===== config.mk =====
export PLATFORM = sky130hd
export DESIGN_NAME = pcc_ctrl
export DESIGN_NICKNAME = d
export VERILOG_FILES = /design/src/hw/rtl/pcc_pkg.sv /design/src/hw/rtl/pcc_ctrl.sv
export SDC_FILE = /design/constraint.sdc
export NUM_CORES = 1
export LEC_CHECK = 0
export BUFFER_PORTS_ARGS = -buffer_cell sky130_fd_sc_hd__clkbuf_2
export CORE_AREA = 2 2 39 41
export DETAILED_ROUTE_END_ITERATION = 6
export DIE_AREA = 0 0 41 43
export PLACE_DENSITY_LB_ADDON = 0.08
export RECOVER_POWER = 50
export SYNTH_ARGS = -nofsm -noshare
export SYNTH_HDL_FRONTEND = slang
export SYNTH_SLANG_ARGS = --single-unit

===== constraint.sdc =====
create_clock -name clock -period 1.5 [get_ports clock]
set_input_delay 0.15 -clock clock [delete_from_list [all_inputs] [get_ports clock]]
set_output_delay 0.15 -clock clock [all_outputs]
set_load 0.01 [all_outputs]

===== src/hw/rtl/pcc_pkg.sv =====
// ----------------------------------------------------------------------------
// pcc_pkg
// shared constants, state encoding and controller/datapath link types for the
// pulse cycle counter
// ----------------------------------------------------------------------------
`default_nettype none

package pcc_pkg;

   localparam int MAX_WINDOW  = 4096;
   localparam int SAMPLE_BITS = 16;
   localparam int ADDR_BITS   = $clog2(MAX_WINDOW);
   localparam int COUNT_BITS  = 13;
   localparam int PEAK_BITS   = SAMPLE_BITS + 1;
   localparam int TRIPLE_BITS = SAMPLE_BITS + 2;

   typedef enum logic [2:0] {
      ST_LOAD,
      ST_TRAIL,
      ST_SCAN,
      ST_DRAIN,
      ST_FINISH
   } state_type;

   typedef struct packed {
      logic sample_en;
      logic trail_en;
      logic scan_rd;
      logic finish;
   } cmd_type;

   typedef struct packed {
      logic peak_empty;
      logic scan_last;
      logic rsp_busy;
   } status_type;

endpackage

`default_nettype wire


===== src/hw/rtl/pcc_ctrl.sv =====
// ----------------------------------------------------------------------------
// pcc_ctrl
// sequencer: sample loading, trailing peak, peak scan and result hand-off
// ----------------------------------------------------------------------------
`default_nettype none

module pcc_ctrl (
   input  wire                  clock,
   input  wire                  reset,
   input  wire                  req_valid,
   input  wire                  req_last_sample,
   output logic                 req_stall,
   input  pcc_pkg::status_type  status,
   output pcc_pkg::cmd_type     cmd
);

   pcc_pkg::state_type state_ff, state_in;

   always_ff @(posedge clock) begin
      if (reset) begin
         state_ff <= pcc_pkg::ST_LOAD;
      end else begin
         state_ff <= state_in;
      end
   end

   always_comb begin
      state_in = state_ff;
      case (state_ff)
         pcc_pkg::ST_LOAD: begin
            if (req_valid && req_last_sample) begin
               state_in = pcc_pkg::ST_TRAIL;
            end
         end
         pcc_pkg::ST_TRAIL: begin
            state_in = pcc_pkg::ST_SCAN;
         end
         pcc_pkg::ST_SCAN: begin
            if (status.peak_empty) begin
               state_in = pcc_pkg::ST_FINISH;
            end else if (status.scan_last) begin
               state_in = pcc_pkg::ST_DRAIN;
            end
         end
         pcc_pkg::ST_DRAIN: begin
            state_in = pcc_pkg::ST_FINISH;
         end
         pcc_pkg::ST_FINISH: begin
            if (!status.rsp_busy) begin
               state_in = pcc_pkg::ST_LOAD;
            end
         end
         default: begin
            state_in = pcc_pkg::ST_LOAD;
         end
      endcase
   end

   always_comb begin
      cmd       = '0;
      req_stall = 1'b1;
      case (state_ff)
         pcc_pkg::ST_LOAD: begin
            req_stall     = 1'b0;
            cmd.sample_en = req_valid;
         end
         pcc_pkg::ST_TRAIL: begin
            cmd.trail_en = 1'b1;
         end
         pcc_pkg::ST_SCAN: begin
            cmd.scan_rd = !status.peak_empty;
         end
         pcc_pkg::ST_DRAIN: begin
            cmd = '0;
         end
         pcc_pkg::ST_FINISH: begin
            cmd.finish = !status.rsp_busy;
         end
         default: begin
            cmd = '0;
         end
      endcase
   end

endmodule

`default_nettype wire


==> results of run 1 <==
[power breakdown]
group / internal [mW] / leakage [nW] / switching, mW
clock network: 0.0995 / 0.0150 / 0.0392
registers: 0.0848 / 0.0244 / 0.00646
logic: 0.0240 / 0.0904 / 0.0252
total: 0.208 / 0.130 / 0.0708
[area by class of cell]
class	count	area (sq um)	share of cell area, %
timing repair buffer	11	53.8	19.4
tap	16	20.0	7.21
multi-input combinational	17	110	39.6
sequential	3	60.1	21.6
clock buffer	4	26.3	9.46
inverter	2	7.51	2.70
[cells in the final DEF, fill, tap and decap left out, drive strengths merged]
master  synthesis  final
clkbuf          0     15
nor2            4      4
dfxtp           3      3
inv             2      2
nor3b           2      2
nor3            2      2
or2             1      1
or3             1      1
nand2b          1      1
a22oi           1      1
nand3b          1      1
a31oi           1      1
nor2b           1      1
a32oi           1      1
o21a            1      1
[kinds of logic (layout without fill, tap and decap cells)]
| group | after synthesis | in the layout | share of synthesized area (%) |
|---|---|---|---|
| buf+inv | 2 | 17 | 4.11 |
| flops | 3 | 3 | 32.9 |
| simple gates | 13 | 13 | 46.6 |
| compound gates | 4 | 4 | 16.4 |
[how the worst max path moves through the flow]
stage,start,endpoint,slack [ns],cells after the start
final,state_ff[2]$_SDFFE_PP0P_,cmd[3],0.12,3
after detailed placement,state_ff[2]$_SDFFE_PP0P_,cmd[3],0.36,3
after CTS,state_ff[2]$_SDFFE_PP0P_,cmd[3],0.11,3
after global routing,state_ff[2]$_SDFFE_PP0P_,cmd[3],0.05,3
after floorplan,state_ff[2]$_SDFFE_PP0P_,cmd[3],0.39,2
after global placement,state_ff[2]$_SDFFE_PP0P_,cmd[3],0.38,3
[routing by layer]
layer	up-vias	GRT usage, %
li1	107	-
met1	92	7.37
met2	3	9.38
met3	0	4.71
met4	0	2.00
met5	-	0
[critical path: stages (launching register included)]
cell and delay, ns:
dfxtp_1 0.38, or3_1 0.39, nor2_1 0.10, clkbuf_2 0.13
[stage by stage]
stage / std cells / setup WS [ns] / hold WS, ns / area [sq um] / util, %
finish: 53 / 0.120 / 0.108 / 278 / 20.1
detailed placement: 49 / 0.357 / 0.347 / 258 / 18.6
global placement: 49 / 0.382 / 0.341 / 258 / 18.6
floorplan: 22 / 0.389 / 0.222 / 183 / -
global route: 53 / 0.0490 / 0.108 / 278 / 20.1
CTS: 53 / 0.110 / 0.102 / 284 / 20.5
==> reports/results.txt, run 1 <==
The flow ran to the end, and the final reports show no timing, DRC or antenna violations. For the register area share after synthesis, the log shows 32.9%. In this run the critical register-to-register path is captured at state_ff[0]$_SDFFE_PP0P_. Cell type with the highest aggregate area in the netlist: dfxtp_1. The total standard cell area after synthesis came out at 183 sq um. The worst reg2reg path startpoint was state_ff[2]$_SDFFE_PP0P_.

The worst hold path passes through 2 cells. The number of sinks driven by the clock tree is 3. The worst min-delay path class is in -> reg. The sum of overflow across all layers after global routing is 0. STA puts the critical path data arrival time at 1.23 ns.

Setup repair after global routing left no endpoint under its margin. During synthesis, Yosys emitted a total of 0 warnings. In this run the deepest clock path goes through 2 buffers. In the routed design, unresolved DRC markers number 0. The endpoint with the worst hold slack was state_ff[2]$_SDFFE_PP0P_. The final count of hold timing violations was 0; the count of cells along the worst register-to-register path was 3.

Summed over its instances, the top area cell type makes up 32.9% of the synthesized netlist area. Summed over all layers, the routed wires come to 484 microns. The sum of internal, switching and leakage power was 0.279 mW; the count of instances resized after the clock tree is built was 0. The first routing iteration left 0 violations. In the final layout, the registers with the most flip-flops are state_ff x3. After synthesis, the netlist uses 16 different library cells.

The number of standard-cell rows in the floorplan came out at 14. Total power per unit cell area: 1000 mW/mm^2. The total clock buffers created by CTS was 3; the proportion of layout cells with a drive suffix above 1 was 40.5%. Setup total negative slack on the finished layout was measured at 0 ns. The net count of the finished layout is 45.

The worst setup path is captured at an output port. The number of H-tree branching levels was 1; the I/O pin total was 12. The highest layer used for signal routing was met3. The tools report the net count of the mapped netlist as 29. For the met2 wire length, the log shows 261 microns. The logs give 0 for the hold-fix buffer count after cts and 0.582 for the weighted congestion reported at the end of routability-driven placement. The leading cell type by number of instances after synthesis was nor2_1. The launching element type of the critical path is a flop.

The initial antenna violation count was 0. By area the synthesized netlist is led by dfxtp_1, nor2_1, nor3b_2, nor3_2, a32oi_1. Of all flip-flops after synthesis, the portion carrying an async set or reset was 0%.

From synthesis to final layout, the design area changed by 52.1%. In this run the clock root is driven by a clkbuf_4. The number of enable flip-flop cells after synthesis works out to 0. The leakage power was 0.130 nW; the mean post-synth cell area was 8.30 sq um. The worst reg-to-reg setup slack was 0.40 ns; the count of port buffers added during placement was 11. The number of setup buffers added after CTS came out at 0. Across the VDD grid, the largest voltage drop is 0.591 mV. TritonCTS built the clock tree. The run gives 194 microns as the wire length the detailed router placed on met1. Wire segments on met3 add up to 28 microns in the final route. The effective utilization at floorplan was 13.2%; the number of global-route vias before repair was 176. Clock-pin slew was measured on the worst setup and hold paths at 0.03 ns.

The commonest cells after synthesis are nor2_1, dfxtp_1, inv_1. Along the worst path, the maximum fanout reaches 8. Clock latency on the worst-skew pair, taken at its later pin, is 0.23 ns. The highest attainable clock frequency is 725 MHz. Dividing the detail-routed via count by the number of cells gives 3.81.

The flip-flop and latch count after synthesis was 3. The main flop type after synthesis is dfxtp_1. The period utilization came out at 92.0%.

For the cell count after synthesis, the log shows 22. The half-perimeter wire length after detailed placement was 400 microns; the wire length of the first global-routing pass was 738 microns. The top register by number of flip-flops was state_ff. At the pin with the least slew margin, the transition time is 0.284 ns. The die outline height works out to 43 microns.

Counting the fill cells in the layout gives 169. For the worst setup path, the data required time is 1.35 ns. The final period demand of the worst path works out to 1.38 ns.

The critical path is of the reg -> out type. The worst-case headroom to the max-slew limit was 81.1%; the die boundary width was 41 microns. The number of detailed-routing iterations run before antenna repair was 1.

The number of slew-limit violations in the final report was 0; the die area was 0.00176 sq mm. The vias after detailed routing was 202; the worst clock skew was 0.00187 ns. The run gives 9 as the largest net degree at the start of global routing. The tools report the core outline area as 0.00138 sq mm. Setup violations remaining at the end of the flow were counted as 0. The number of nets with antenna violations after detailed routing came out at 0. The count of max-cap constraint violations is 0, and the average wire per cell in the routed design is 9.13 microns.

The start point of the worst hold path is reset. The flip-flop count of the largest register, all copies and words added works out to 3. The overall fraction of global-route tracks in use is 6.52%. Number of diodes added for antenna fixing: 0.
No activity file was read; power rests on OpenSTA's default activity.
==> inputs of run 2 (changes only) <==
==> constraint.sdc (replaced) <==
create_clock -name clock -period 1.5 [get_ports clock]
set_input_delay 0.075 -clock clock [delete_from_list [all_inputs] [get_ports clock]]
set_output_delay 0.075 -clock clock [all_outputs]
set_load 0.01 [all_outputs]
==> run 2 against run 1 <==
  * Cell area unchanged
  * Maximum frequency is 6.8% higher
  * Setup slack improved by 0.088 ns
  * Global-route usage is 0.29 points higher
  * Sequential cell count stayed put
  * Register-to-register slack improved by 0.03 ns
  * Final cell count stayed put
  * Clock skew increased by 0.0028 ns
  * Largest cell class unchanged
  * Sequential power is essentially flat
==> reports/results.txt, run 2 (synthesized netlist as in run 1, its figures left out) <==
The register with the most flip-flops in the layout has 3 of them. The count of instances resized after the clock tree is built was 0. 0 antenna diodes ended up in the layout.

The count of max-cap constraint violations is 0. Number of sinks driven by the clock tree: 3. TritonCTS built the clock tree.

For the buffer depth of the longest clock path, the log shows 2. Summed over all layers, the routed wires come to 469 microns. The run gives 0 as the initial antenna violation count. The actual slew at the worst max-slew pin was 0.266 ns. For the final database, setup skew stands at 0.00465 ns.

Clock tree synthesis selected as its root buffer the cell clkbuf_4. The highest attainable clock frequency was 774 MHz; the die boundary width was 41 microns. The peak per-stage delay on the critical path is 0.39 ns, and the number of global-route vias before repair is 205.

The run gives 0.130 nW as the leakage power. After routing the design area is 278 sq um. For the total clock buffers created by CTS, the log shows 3. Traced cell by cell, the critical path runs through or3_1, nor2_1, clkbuf_2. Global routing finished with a remaining overflow of 0. The worst-case IR drop observed on VDD is 0.268 mV. The largest registers in the layout are state_ff x3. In the final timing run, aggregate negative setup slack is 0 ns. The final number of setup-violating endpoints was 0. Setup repair after global routing left no endpoint under its margin. The number of slew-limit violations in the final report is 0.

The buffer and inverter count on the worst path came out at 1. Clock latency on the worst-skew pair, taken at its later pin, is 0.23 ns. Power comes to 0.280 mW. The library cell used most frequently in the layout, excluding fill and tap cells, is clkbuf_2.

Fill cells in the final layout number 161. The average wire per cell in the routed design was 8.85 microns. Cell at the slowest stage of the critical path: or3_1.

On the critical path the largest part of the delay comes from simple AND/OR/NAND/NOR gates. The pre-antenna-repair detailed-routing pass consisted of 2 iterations. Of all nets on the critical path, the largest fanout is 8. After clock tree synthesis, the clock-pin slew on the worst setup and hold paths is 0.04 ns. After clock tree synthesis, the setup repair step added 0 buffers. The number of standard-cell rows in the floorplan is 14.

Core outline area: 0.00138 sq mm. The number of placed instances, taps included, is 49. The final period demand of the worst path was 1.29 ns; the wire length of the first global-routing pass was 745 microns.

The run gives 1.42 ns as the critical path data required time. The period utilization was 86.1%; the effective utilization at floorplan was 13.2%. 12 I/O pins were placed. For the hold-fix buffer count after cts, the log shows 0. Summing all placed instances gives a cell area of 258 sq um. The total power per unit cell area was 1010 mW/mm^2; the vias after detailed routing was 203.

The logs give 82.3% for the worst-case headroom to the max-slew limit and 53 for the post-layout instance count excluding filler cells. Setup slack closes at 0.208 ns. The count of port buffers added during placement was 11; the final layout net count was 45.

The die covers 0.00176 sq mm. Worst min-delay path class: in -> reg. For the number of H-tree branching levels, the log shows 1. The launching element type of the critical path was a flop. The top cell types in the final layout, fill and taps aside, are clkbuf_2, nor2_1, clkbuf_4, dfxtp_1. The type of the setup path with the least slack was reg -> out. The tools report the number of nets with antenna violations after detailed routing as 0. The element type at the critical path end was an output port. The number of violations reported at the end of detailed-routing iteration 0 is 2. The proportion of layout cells with a drive suffix above 1 came out at 40.5%. The final count of hold timing violations is 0, and the critical path data arrival time is 1.22 ns. The run gives 0.629 as the weighted congestion reported at the end of routability-driven placement. The half-perimeter wire length after detailed placement is 404 microns.

For the overall fraction of global-route tracks in use, the log shows 6.81%. The detailed-route DRC error count was 0. More flip-flops sit in one register than any other, and that register is state_ff. The worst-case setup slack after placement came out at 0.442 ns.

The run finished with clean final reports. Measured along the y axis, the die boundary spans 43 microns. The vias per cell was 3.83; the growth of design area from synthesis to finish was 52.1%. The largest net degree at the start of global routing was 9.
run 2: worst paths after layout:
path / from / to / slack, ns / cells past startpoint
worst max-delay path: state_ff[2]$_SDFFE_PP0P_ / cmd[3] / 0.21 / 3
worst min-delay path: reset / state_ff[2]$_SDFFE_PP0P_ / 0.03 / 2
worst max register to register: state_ff[2]$_SDFFE_PP0P_ / state_ff[0]$_SDFFE_PP0P_ / 0.43 / 3
worst min register to register: state_ff[0]$_SDFFE_PP0P_ / state_ff[0]$_SDFFE_PP0P_ / 0.52 / 1
run 2: layout make-up:
| type | count | area [sq um] | area share (%) |
|---|---|---|---|
| repair buffers | 11 | 53.8 | 19.4 |
| inverters | 2 | 7.51 | 2.70 |
| well taps | 16 | 20.0 | 7.21 |
| flip-flops and latches | 3 | 60.1 | 21.6 |
| multi-input cells | 17 | 110 | 39.6 |
| clock buffers | 4 | 26.3 | 9.46 |
run 2: through the flow:
step	util, %	hold slack, ns
after floorplan	-	0.147
after global placement	18.6	0.279
after global routing	20.1	0.0334
after CTS	20.5	0.0185
after detailed placement	18.6	0.267
final	20.1	0.0272
run 2: report_power, final:
part	total, mW	leakage (nW)	internal [mW]	switching, mW
clock network	0.140	0.0150	0.0996	0.0405
logic	0.0489	0.0904	0.0239	0.0249
registers	0.0909	0.0244	0.0847	0.00622
total	0.280	0.130	0.208	0.0716
run 2: per-layer routing:
| metal | GRT usage [%] | wire length [microns] | part of all wire (%) | vias to the layer above |
|---|---|---|---|---|
| li1 | - | - | - | 108 |
| met1 | 5.11 | 170 | 36 | 92 |
| met2 | 10.3 | 260 | 55 | 3 |
| met3 | 5.24 | 39 | 8.3 | 0 |
| met4 | 6.00 | 0 | 0 | 0 |
| met5 | 0 | 0 | 0 | - |
==> inputs of run 3 (changes only) <==
ABC_AREA = 1   (was unset)
==> run 3 against run 2 <==
  * Clock power increased by 5%
  * Die area did not move
  * Global-route usage is 0.21 points higher
  * Total power grew 42%
  * Via count increased by 7.9%
  * Setup slack better by 0.061 ns
  * Maximum frequency rose by 5.0%
  * Register-to-register slack improved by 0.12 ns
  * Utilization increased by 0.90 points
  * Sequential power is 19% higher
  * Largest cell class unchanged
==> reports/results.txt, run 3 <==
The largest single stage delay on the critical path is 0.38 ns. No sink is reached through more buffers than the 2 on the longest clock path. Design area: 290 sq um. The tools report the hold-fix buffer count after cts as 0.

The total power per unit cell area was 1370 mW/mm^2. The logs give 0.00176 sq mm for the die area and 0.24 ns for the clock insertion delay at the later pin of the skew report. The tools report the number of standard-cell rows in the floorplan as 14. Global routing consumed, on the met3 layer, 4.71% of the routing resources.

In this run, placement finished with an instance count of 55. After synthesis, the most frequently instantiated cells are inv_1, nand3_1, dfxtp_1. The count of instances resized after the clock tree is built was 0; the die boundary width was 41 microns. Together, buffers and inverters on the worst path number 2. The synthesized design spends more area on one cell type than any other, namely dfxtp_1. For this run, design rule violations remaining after detail routing come to 0.

The library cells used most frequently in the layout, excluding fill and tap cells, are clkbuf_2, inv_1, nand3_1. The register with the most flip-flops in the layout has 3 of them. Counting I/O delays and the setup requirement, the final critical path takes 1.23 ns. Clock tree synthesis found a total of 3 sinks. The period utilization works out to 82.0%. At the pin with the least slew margin, the transition time is 0.246 ns. In the post-synthesis netlist, the cell with the most instances is inv_1.

CTS placed an instance of clkbuf_4 at the clock tree root. The final-layout setup total negative slack is 0 ns. Ranked by flip-flop count, first place goes to state_ff. In this run, the number of DRC markers left after iteration 0 of detailed routing was 5.

Element type at the critical path end: an output port. The completed layout was analyzed and its total power is 0.397 mW. The proportion of layout cells with a drive suffix above 1 was 44.2%; the final layout net count was 51. For this run the aggregate overflow at the end of global routing stands at 0.

In this run the cell area measured after placement is 268 sq um. From synthesis to final layout, the design area changed by 50.6%. The critical path in this run is classified as reg -> out.

The run gives 202 as the number of global-route vias before repair. Measured in cells, the most critical reg-to-reg path has a length of 4. The min-delay analysis places its worst path in the category in -> reg. The cell count after synthesis is 28.

After synthesis, flip-flops and latches occupy 31.2% of the total area. The run gives 412 microns as the half-perimeter wire length after detailed placement. The count of port buffers added during placement was 11; the initial antenna violation count was 0.

In the synthesized netlist the async set-or-reset flop fraction comes to 0%. Along the worst path, the maximum fanout reaches 4. The run gives 7.07% as the routing usage on met1. Launching element type of the critical path: a flop. The run gives 21.0% as the post-route core utilization. The flow ran to the end, and the final reports show no timing, DRC or antenna violations.

Count of max-cap constraint violations: 0. The total standard cell area after synthesis was 193 sq um; the met2 track demand over resource in global routing was 9.38%. After clock tree synthesis, the clock-pin slew on the worst setup and hold paths is 0.04 ns. Setup repair after global routing left no endpoint under its margin. The most frequent standard cell in the layout excluding fill and tap cells is clkbuf_2. The number of stages on the worst setup path is 3.

The region available for standard cell placement spans 0.00138 sq mm. When the netlist entered floorplanning its net count stood at 35. The number of slew-limit violations in the final report is 0. Setup violations remaining at the end of the flow were counted as 0. The worst-case IR drop observed on VDD is 0.444 mV. Between clock sinks in the finished design, the worst skew comes to 0.00508 ns. The run gives 13.9% as the effective utilization at floorplan. The vias per cell works out to 3.71. The critical path data required time is 1.42 ns. The worst-case headroom to the max-slew limit came out at 83.5%. After synthesis the netlist holds a flip-flop and latch count of 3. For the final count of hold timing violations, the log shows 0.

A synthesized cell averages 6.88 sq um. Summing over every cut layer, the via total after detailed routing is 219. After detailed routing, the average wire length per cell comes to 8.46 microns.

Summed over its instances, the top area cell type makes up 31.2% of the synthesized netlist area. The I/O pin total was 12. Measured along the y axis, the die boundary spans 43 microns. The cell at the slowest stage of the critical path was dfxtp_1. The number of H-tree branching levels was 1; the number of detailed-routing iterations run before antenna repair was 4. For the total clock buffers created by CTS, the log shows 3.

The main flop type after synthesis was dfxtp_1. The run gives 0.156 nW as the leakage power. The number of setup buffers added after CTS is 0. TritonCTS built the clock tree. The number of stages on the worst hold path was 2; the number of diodes added for antenna fixing was 0. Wires add up to 499 microns. Global routing consumed, over all layers together, 7.03% of the routing resources.

Ranked by total cell area, the synthesized netlist is headed by dfxtp_1, nand3_1, inv_1, nand2_2, nor2_2. Derived from the worst setup path, the maximum achievable clock frequency is 813 MHz. The layer flagged by global routing as most heavily used is met2. At the end of routability-driven placement, the weighted congestion stood at 0.708. After synthesis, the netlist uses 14 different library cells.

For the worst setup path, the data arrival time is 1.16 ns. Walking the worst path, the cells encountered are inv_1, nor4_1, clkbuf_2. The tools report the wire length of the first global-routing pass as 759 microns. Entering global routing, the biggest net connects 6 pins. On the critical path the largest part of the delay comes from flip-flops. The detail route stage leaves a number of antenna-violating nets equal to 0.

For this run, the number of Yosys warnings is 0. Post-layout instance count excluding filler cells: 59. The largest registers in the layout are state_ff x3. Fill cells in the final layout number 169. The number of enable flip-flop cells after synthesis works out to 0.
-- run 3: cell count changes after synthesis, moves of 2 or more --
cell / before / now
a21oi_1: 0 / 2
inv_1: 2 / 5
nand2_1: 0 / 2
nand2_2: 0 / 2
nand3_1: 0 / 4
nor2_1: 4 / 2
nor2_2: 0 / 2
-- run 3: power by group --
group          internal (mW)  total [mW]  switching (mW)  leakage, nW
Clock                  0.100       0.147          0.0471       0.0150
Combinational         0.0574       0.142          0.0851        0.116
Sequential            0.0936       0.108          0.0139       0.0245
-- run 3: area by class of cell --
cell class	instances	area, sq um	area share, %
Clock buffer	4	26.3	9.05
Inverter	6	22.5	7.76
Multi-Input combinational cell	19	108	37.1
Sequential cell	3	60.1	20.7
Tap cell	16	20.0	6.90
Timing Repair Buffer	11	53.8	18.5
-- run 3: routing by layer --
layer | part of all wire, % | up-vias
met4 | 0 | 0
met2 | 47 | 9
li1 | - | 120
met5 | 0 | -
met3 | 8.2 | 0
met1 | 44 | 90
-- run 3: worst paths after layout --
path / slack, ns / to / startpoint
setup / recovery: 0.27 / cmd[0] / state_ff[2]$_SDFFE_PP0P_
hold / removal: 0.04 / state_ff[2]$_SDFFE_PP0P_ / reset
setup reg to reg: 0.55 / state_ff[0]$_SDFFE_PP0P_ / state_ff[0]$_SDFFE_PP0P_
hold reg to reg: 0.57 / state_ff[1]$_SDFFE_PP0P_ / state_ff[0]$_SDFFE_PP0P_
-- run 3: cell families after synthesis --
group | synth area share [%]
and+or+nand+nor | 49.4
buffers and inverters | 11.7
AOI/OAI and AO/OA | 7.79
DFF | 31.2
-- run 3: through the flow --
stage | setup slack, ns | hold slack [ns]
after floorplan | 0.556 | 0.144
after global placement | 0.571 | 0.280
after detailed placement | 0.535 | 0.281
after CTS | 0.263 | 0.0246
after global routing | 0.149 | 0.0251
final | 0.269 | 0.0352
